### config.mk
export PLATFORM = sky130hd
export DESIGN_NAME = rc_channel_smoothing_filter_flat
export DESIGN_NICKNAME = d
export VERILOG_FILES = /design/src/rtl/rcsf_pkg.sv /design/src/rtl/rcsf_if.sv /design/src/rtl/rc_channel_smoothing_filter.sv /design/src/flat_wrapper.sv
export SDC_FILE = /design/constraint.sdc
export NUM_CORES = 1
export LEC_CHECK = 0
export ABC_AREA = 1
export BUFFER_PORTS_ARGS = -buffer_cell sky130_fd_sc_hd__buf_2
export CAP_MARGIN = 40
export CORE_MARGIN = 1.5
export CORE_UTILIZATION = 63
export CTS_CLUSTER_DIAMETER = 30
export DETAILED_ROUTE_END_ITERATION = 10
export GPL_TIMING_DRIVEN = 0
export PLACE_DENSITY = 0.8
export SETUP_SLACK_MARGIN = 0.4
export SLEW_MARGIN = 20
export SYNTH_ARGS = -nofsm -noshare
export SYNTH_HDL_FRONTEND = slang
export SYNTH_SLANG_ARGS = --single-unit
### constraint.sdc
create_clock -name clk_i -period 9.5 [get_ports clk_i]
set_clock_uncertainty 0.1 [all_clocks]
set_input_delay 1.425 -clock clk_i [delete_from_list [all_inputs] [get_ports clk_i]]
set_output_delay 1.425 -clock clk_i [all_outputs]
set_load 0.05 [all_outputs]
### src/rtl/rcsf_pkg.sv
// rcsf_pkg: shared types and constants for the RC channel smoothing filter.
// No dependencies.
package rcsf_pkg;

  localparam int unsigned PW_W         = 12;
  localparam int unsigned CH_W         = 3;
  localparam int unsigned WINDOW_LEN   = 4;
  localparam int unsigned SLOT_W       = 2;
  localparam int unsigned SUM_W        = PW_W + SLOT_W;
  localparam int unsigned NUM_CHANNELS = 6;

  localparam logic [PW_W-1:0]   VALID_LOW  = PW_W'(750);
  localparam logic [PW_W-1:0]   VALID_HIGH = PW_W'(2250);
  localparam logic [PW_W:0]     DEADBAND   = (PW_W+1)'(3);
  localparam logic [PW_W-1:0]   PULLBACK   = PW_W'(2);
  localparam logic [PW_W-1:0]   HELD_RESET = PW_W'(1500);
  localparam logic [PW_W-1:0]   MID_RESET  = PW_W'(1500);
  localparam logic [SUM_W-1:0]  ROUND_ADD  = SUM_W'(2);

  // One memory row: a channel's sample window and its held value.
  typedef struct packed {
    logic [PW_W-1:0]                  held;
    logic [WINDOW_LEN-1:0][PW_W-1:0]  win;
  } row_t;

  localparam row_t ROW_RESET = '{held: HELD_RESET, win: '0};

endpackage

### src/rtl/rcsf_if.sv
// rcsf_if: valid/ready channel interfaces for the RC channel smoothing filter.
// Depends on rcsf_pkg.
interface rcsf_in_if import rcsf_pkg::*; ();
  logic            valid;
  logic            ready;
  logic [CH_W-1:0] channel;
  logic [PW_W-1:0] pulse_width;

  modport source (output valid, channel, pulse_width, input ready);
  modport sink   (input valid, channel, pulse_width, output ready);
endinterface

interface rcsf_out_if import rcsf_pkg::*; ();
  logic            valid;
  logic            ready;
  logic [CH_W-1:0] out_channel;
  logic [PW_W-1:0] held_value;

  modport source (output valid, out_channel, held_value, input ready);
  modport sink   (input valid, out_channel, held_value, output ready);
endinterface

interface rcsf_cfg_if import rcsf_pkg::*; ();
  logic            valid;
  logic            ready;
  logic [PW_W-1:0] mid_value;

  modport source (output valid, mid_value, input ready);
  modport sink   (input valid, mid_value, output ready);
endinterface

### src/rtl/rc_channel_smoothing_filter.sv
// rc_channel_smoothing_filter: per-channel 4-sample moving average with deadband.
// Depends on rcsf_pkg and the interfaces in rcsf_if.sv.
//
//  channel | modport | payload
//  --------+---------+-------------------------------
//  in_i    | sink    | channel, pulse_width
//  cfg_i   | sink    | mid_value (always ready)
//  out_o   | source  | out_channel, held_value
//
// One item per cycle while out_o is not stalled; an accepted item passes the update
// stage register and then the output register before out_o.valid rises.
// Rate is set by the row memory: one read at accept, one write-back as the item
// leaves the update stage, with the written row forwarded to a same-channel
// item that follows. Reset clears the row valid bits; an unwritten row reads as
// zero window and held value 1500. No clearing pass is needed.
// A stalled out_o holds one result; one more item waits in the update stage.
module rc_channel_smoothing_filter import rcsf_pkg::*; #(
  parameter int unsigned NumChannels = NUM_CHANNELS
) (
  input  logic        clk_i,
  input  logic        rst_ni,
  rcsf_in_if.sink     in_i,
  rcsf_cfg_if.sink    cfg_i,
  rcsf_out_if.source  out_o
);

  localparam int unsigned AW = (NumChannels > 1) ? $clog2(NumChannels) : 1;

  row_t                    mem [NumChannels];
  logic [NumChannels-1:0]  row_vld_q;

  logic [PW_W-1:0]   mid_q;
  logic [SLOT_W-1:0] slot_q, slot_d;

  logic              s1_vld_q;
  logic [AW-1:0]     s1_ch_q;
  logic [PW_W-1:0]   s1_pw_q;
  logic [SLOT_W-1:0] s1_slot_q;
  logic              fwd_q;
  logic              rdv_q;
  row_t              rd_q;
  row_t              wb_q;

  logic              out_vld_q;
  logic [CH_W-1:0]   out_ch_q;
  logic [PW_W-1:0]   out_held_q;

  logic              advance, in_fire, in_range, s1_fire;
  logic [AW-1:0]     in_addr;
  logic [PW_W-1:0]   pw_sub;
  row_t              base_row, new_row;
  logic [SUM_W-1:0]  sum;
  logic [PW_W-1:0]   mean, held_new;

  assign cfg_i.ready = 1'b1;

  always_ff @(posedge clk_i or negedge rst_ni) begin
    if (!rst_ni) begin
      mid_q <= MID_RESET;
    end else if (cfg_i.valid) begin
      mid_q <= cfg_i.mid_value;
    end
  end

  assign advance     = !out_vld_q || out_o.ready;
  assign in_i.ready  = advance || !s1_vld_q;
  assign in_fire     = in_i.valid && in_i.ready;
  assign in_range    = {1'b0, in_i.channel} < (CH_W+1)'(NumChannels);
  assign in_addr     = in_i.channel[AW-1:0];
  assign s1_fire     = s1_vld_q && advance;

  assign slot_d = (in_fire && in_i.channel == '0) ? slot_q + SLOT_W'(1) : slot_q;
  assign pw_sub = (in_i.pulse_width < VALID_LOW || in_i.pulse_width > VALID_HIGH)
                  ? mid_q : in_i.pulse_width;

  always_ff @(posedge clk_i or negedge rst_ni) begin
    if (!rst_ni) begin
      slot_q   <= '0;
      s1_vld_q <= 1'b0;
    end else begin
      slot_q <= slot_d;
      if (in_fire) begin
        s1_vld_q <= in_range;
      end else if (s1_fire) begin
        s1_vld_q <= 1'b0;
      end
    end
  end

  // Read at accept; forward the row written back at the same edge.
  always_ff @(posedge clk_i) begin
    if (in_fire) begin
      s1_ch_q   <= in_addr;
      s1_pw_q   <= pw_sub;
      s1_slot_q <= slot_d;
      rd_q      <= mem[in_addr];
      rdv_q     <= row_vld_q[in_addr];
      fwd_q     <= s1_fire && (s1_ch_q == in_addr);
    end
    if (s1_fire) begin
      mem[s1_ch_q] <= new_row;
      wb_q         <= new_row;
    end
  end

  always_ff @(posedge clk_i or negedge rst_ni) begin
    if (!rst_ni) begin
      row_vld_q <= '0;
    end else if (s1_fire) begin
      row_vld_q[s1_ch_q] <= 1'b1;
    end
  end

  always_comb begin
    base_row = fwd_q ? wb_q : (rdv_q ? rd_q : ROW_RESET);
    new_row  = base_row;
    new_row.win[s1_slot_q] = s1_pw_q;
    sum = '0;
    for (int k = 0; k < WINDOW_LEN; k++) begin
      sum = sum + SUM_W'(new_row.win[k]);
    end
    mean = PW_W'((sum + ROUND_ADD) >> SLOT_W);
    held_new = base_row.held;
    if ({1'b0, mean} + DEADBAND < {1'b0, base_row.held}) begin
      held_new = mean + PULLBACK;
    end else if ({1'b0, mean} > {1'b0, base_row.held} + DEADBAND) begin
      held_new = mean - PULLBACK;
    end
    new_row.held = held_new;
  end

  always_ff @(posedge clk_i or negedge rst_ni) begin
    if (!rst_ni) begin
      out_vld_q <= 1'b0;
    end else if (advance) begin
      out_vld_q <= s1_vld_q;
    end
  end

  always_ff @(posedge clk_i) begin
    if (s1_fire) begin
      out_ch_q   <= CH_W'(s1_ch_q);
      out_held_q <= held_new;
    end
  end

  assign out_o.valid       = out_vld_q;
  assign out_o.out_channel = out_ch_q;
  assign out_o.held_value  = out_held_q;

  a_drop_range: assert property (@(posedge clk_i) disable iff (!rst_ni)
    (in_fire && !in_range) |=> !s1_vld_q)
    else $error("out-of-range channel entered update stage");

  a_take_range: assert property (@(posedge clk_i) disable iff (!rst_ni)
    (in_fire && in_range) |=> s1_vld_q)
    else $error("accepted item lost before update stage");

  a_slot_hold: assert property (@(posedge clk_i) disable iff (!rst_ni)
    !(in_fire && in_i.channel == '0) |=> $stable(slot_q))
    else $error("write slot moved without a channel-0 item");

  a_result: assert property (@(posedge clk_i) disable iff (!rst_ni)
    s1_fire |=> out_vld_q)
    else $error("update stage result not presented");

endmodule
### src/flat_wrapper.sv
// flat-port wrapper written by rule: the top's interface ports become plain ports
module rc_channel_smoothing_filter_flat import rcsf_pkg::*;
#(
  parameter int unsigned NumChannels = NUM_CHANNELS
)
  (clk_i, rst_ni, in_i_valid, in_i_channel, in_i_pulse_width, in_i_ready, cfg_i_valid, cfg_i_mid_value, cfg_i_ready, out_o_valid, out_o_out_channel, out_o_held_value, out_o_ready);
  rcsf_in_if in_i_i ();
  rcsf_cfg_if cfg_i_i ();
  rcsf_out_if out_o_i ();
  input  logic clk_i;
  input  logic rst_ni;
  input wire logic [$bits(in_i_i.valid)-1:0] in_i_valid;
  input wire logic [$bits(in_i_i.channel)-1:0] in_i_channel;
  input wire logic [$bits(in_i_i.pulse_width)-1:0] in_i_pulse_width;
  output wire logic [$bits(in_i_i.ready)-1:0] in_i_ready;
  input wire logic [$bits(cfg_i_i.valid)-1:0] cfg_i_valid;
  input wire logic [$bits(cfg_i_i.mid_value)-1:0] cfg_i_mid_value;
  output wire logic [$bits(cfg_i_i.ready)-1:0] cfg_i_ready;
  output wire logic [$bits(out_o_i.valid)-1:0] out_o_valid;
  output wire logic [$bits(out_o_i.out_channel)-1:0] out_o_out_channel;
  output wire logic [$bits(out_o_i.held_value)-1:0] out_o_held_value;
  input wire logic [$bits(out_o_i.ready)-1:0] out_o_ready;
  assign in_i_i.valid = in_i_valid;
  assign in_i_i.channel = in_i_channel;
  assign in_i_i.pulse_width = in_i_pulse_width;
  assign in_i_ready = in_i_i.ready;
  assign cfg_i_i.valid = cfg_i_valid;
  assign cfg_i_i.mid_value = cfg_i_mid_value;
  assign cfg_i_ready = cfg_i_i.ready;
  assign out_o_valid = out_o_i.valid;
  assign out_o_out_channel = out_o_i.out_channel;
  assign out_o_held_value = out_o_i.held_value;
  assign out_o_i.ready = out_o_ready;
  rc_channel_smoothing_filter #(.NumChannels(NumChannels)) u_core (.clk_i(clk_i), .rst_ni(rst_ni), .in_i(in_i_i), .cfg_i(cfg_i_i), .out_o(out_o_i));
endmodule
==> results.cfg <==
[run_status]
status = finished clean

[cells_and_area]
final_common_cell = edfxtp_1
layout-drive-gt1-share = 0.143
area_growth_pct = 18.2
layout_common_cells = edfxtp_1 (502), nand2_1 (416), o21ai_0 (184)
diodes = 0
fin_nets = 2335
nFillCells = 2240

[grt]
track_usage = 0.350
grt_max_degree = 48
antenna_found_initial = 0
grt_pass1_wl_um = 100000
grt_use_met3 = 0.0729
grt_busiest_layer = met2
grt_use_met2 = 0.574
use_met1 = 0.462
grt_pass1_vias = 17228
overflow = 0

[synthesis]
synth_nets = 2154
ys_seq_area_frac = 0.662
synthArstFlopShare = 0.0420
syn_area_mm2 = 0.0236
synth.avg_cell_area_um2 = 11.5
syn_inst = 2057
ys_ff_latch = 524
post_synth_num_cell_types = 54
synthFlopType = edfxtp_1
synth-edff-count = 502
yosysWarnings = 0

[sta]
slew_headroom = 0.360
worstMarginPinSlew_ns = 0.959
fin_crit_ns = 8.59
worst_hold_slack_ns = 0.358
rsz0062_at_grt = no
period_share = 0.904
finalSetupViolations = 0
hold_violations = 0
report.final.slew_viol_count = 0
fmax_ghz = 0.116

[worst_setup_path]
start_kind = flip-flop
crit_top_cell = nand2_1
worst-path-buf-inv = 8
crit_type = reg2reg
required_ns = 9.71
cpLargestDelayFamily = compound AO/OA/AOI/OAI gates
slowest_delay_ns = 0.57
arrival_ns = 8.80
slowest_stage = a22oi_1
end_kind = flip-flop
cp_max_fo = 10

[clocking]
ctsHoldBuffers = 0
htreeDepth = 3
root_buffer = clkbuf_16
clk_latency_ns = 0.62
cts_resized = 0
cts_made_buffers = 88
path_clk_slew_ns = 0.05
cts.sinks = 524
post_cts_buffers = 0
clock_path_buffers = 3
cts_tree = done

[die]
die_h_um = 197
core_mm2 = 0.0368
dieArea_mm2 = 0.0386
rows = 70
io_pins = 50
die_w_um = 197
start_util = 0.642

[placement]
numPortBuffers = 48
place_hpwl_um = 44600
routabilityCongestion = 0.925

[routing]
drt-pass1-iter-count = 6
vias_per_cell = 6.22
wl_per_cell_um = 23.6
ant_nets = 0
vias = 17275
drt_wl_total_um = 65600
drc = 0
dr.first_iter.drc_count = 2150

[worst_hold_path]
hp-class = reg2reg

[flow_run]
max-cap-violations = 0
layout make-up:
class / count / area (um2) / share of cell area
multi-input combinational: 1266 / 6940 / 0.249
sequential: 524 / 15600 / 0.560
buffer: 105 / 474 / 0.0170
inverter: 162 / 614 / 0.0220
tap: 468 / 586 / 0.0210
clock inverter: 66 / 646 / 0.0231
clock buffer: 96 / 2250 / 0.0807
timing repair buffer: 91 / 771 / 0.0276
cells in the mapped netlist (4+ instances only):
cell | n | area share
edfxtp_1 | 502 | 0.64
nand2_1 | 416 | 0.066
o21ai_0 | 184 | 0.039
nor2_1 | 170 | 0.027
inv_1 | 154 | 0.024
a21oi_1 | 117 | 0.025
clkbuf_1 | 80 | 0.013
ha_1 | 54 | 0.029
nand3_1 | 49 | 0.010
o22ai_1 | 49 | 0.013
a32o_1 | 34 | 0.014
xor2_1 | 32 | 0.012
a22oi_1 | 28 | 0.0089
nand2_2 | 24 | 0.0064
buf_4 | 15 | 0.0048
dfrtp_1 | 15 | 0.016
a221oi_1 | 14 | 0.0052
fa_1 | 11 | 0.0093
nand4_1 | 8 | 0.0021
nor3_1 | 8 | 0.0017
dfstp_2 | 7 | 0.0078
xnor2_1 | 7 | 0.0026
buf_1 | 6 | 0.00095
inv_2 | 6 | 0.00095
nand2_4 | 6 | 0.0029
o21ai_1 | 6 | 0.0013
nand3b_1 | 5 | 0.0016
or2_2 | 5 | 0.0013
nor4_1 | 4 | 0.0011
kinds of logic after synthesis:
kind of cell / share of synthesized area
xor+xnor: 0.0145
buf+inv: 0.0459
fa+ha+maj: 0.0379
flops: 0.662
other cells: 0.000159
compound gates: 0.114
simple gates: 0.125
per-stage QoR:
stage          setup TNS (ns)  setup slack (ns)  instance area, um2  utilization  instances
2_1_floorplan               0              1.43               23600            -       2057
3_3_place_gp          -398.99             -3.45               24400        0.664       2573
3_5_place_dp                0             0.989               25000        0.679       2611
4_1_cts                     0             0.955               27900        0.757       2773
5_1_grt                     0             0.430               27900        0.759       2778
6_report                    0             0.908               27900        0.759       2778
sequential cells by signal (all words and copies together) (netlist names), 2 cells and up:
| name | flops |
|---|---|
| u_core.row_vld_q | 6 |
| u_core.slot_q | 2 |
| u_core.wb_q | 60 |
| u_core.mem | 360 |
| u_core.rd_q | 60 |
| u_core.out_o.out_channel | 3 |
| u_core.mid_q | 12 |
| u_core.s1_pw_q | 12 |
| u_core.s1_slot_q | 2 |
| u_core.s1_ch_q | 3 |
path summary, 6_finish.rpt:
check                                    start                  end  slack [ns]  depth (start not counted)
setup / recovery                  u_core.fwd_q    u_core.mem[4][52]        0.91                         37
hold / removal             u_core.row_vld_q[1]  u_core.row_vld_q[1]        0.36                          1
setup reg to reg                  u_core.fwd_q    u_core.mem[4][52]        0.91                         37
hold reg to reg            u_core.row_vld_q[1]  u_core.row_vld_q[1]        0.36                          1
max in group asynchronous               rst_ni   u_core.out_o.valid        8.15                          1
min in group asynchronous               rst_ni      u_core.mid_q[5]        0.74                          1
per-layer routing:
layer / part of all wire / vias to the layer above / wire length [um]
met5: 0 / - / 0
met4: 0.034 / 0 / 2250
met3: 0.11 / 163 / 6890
met2: 0.48 / 1069 / 31800
met1: 0.38 / 8347 / 24700
li1: - / 7696 / -
Power is left out: the tool's default activity adds up to more than one toggle a clock period on the data nets, which glitch-free logic cannot reach.
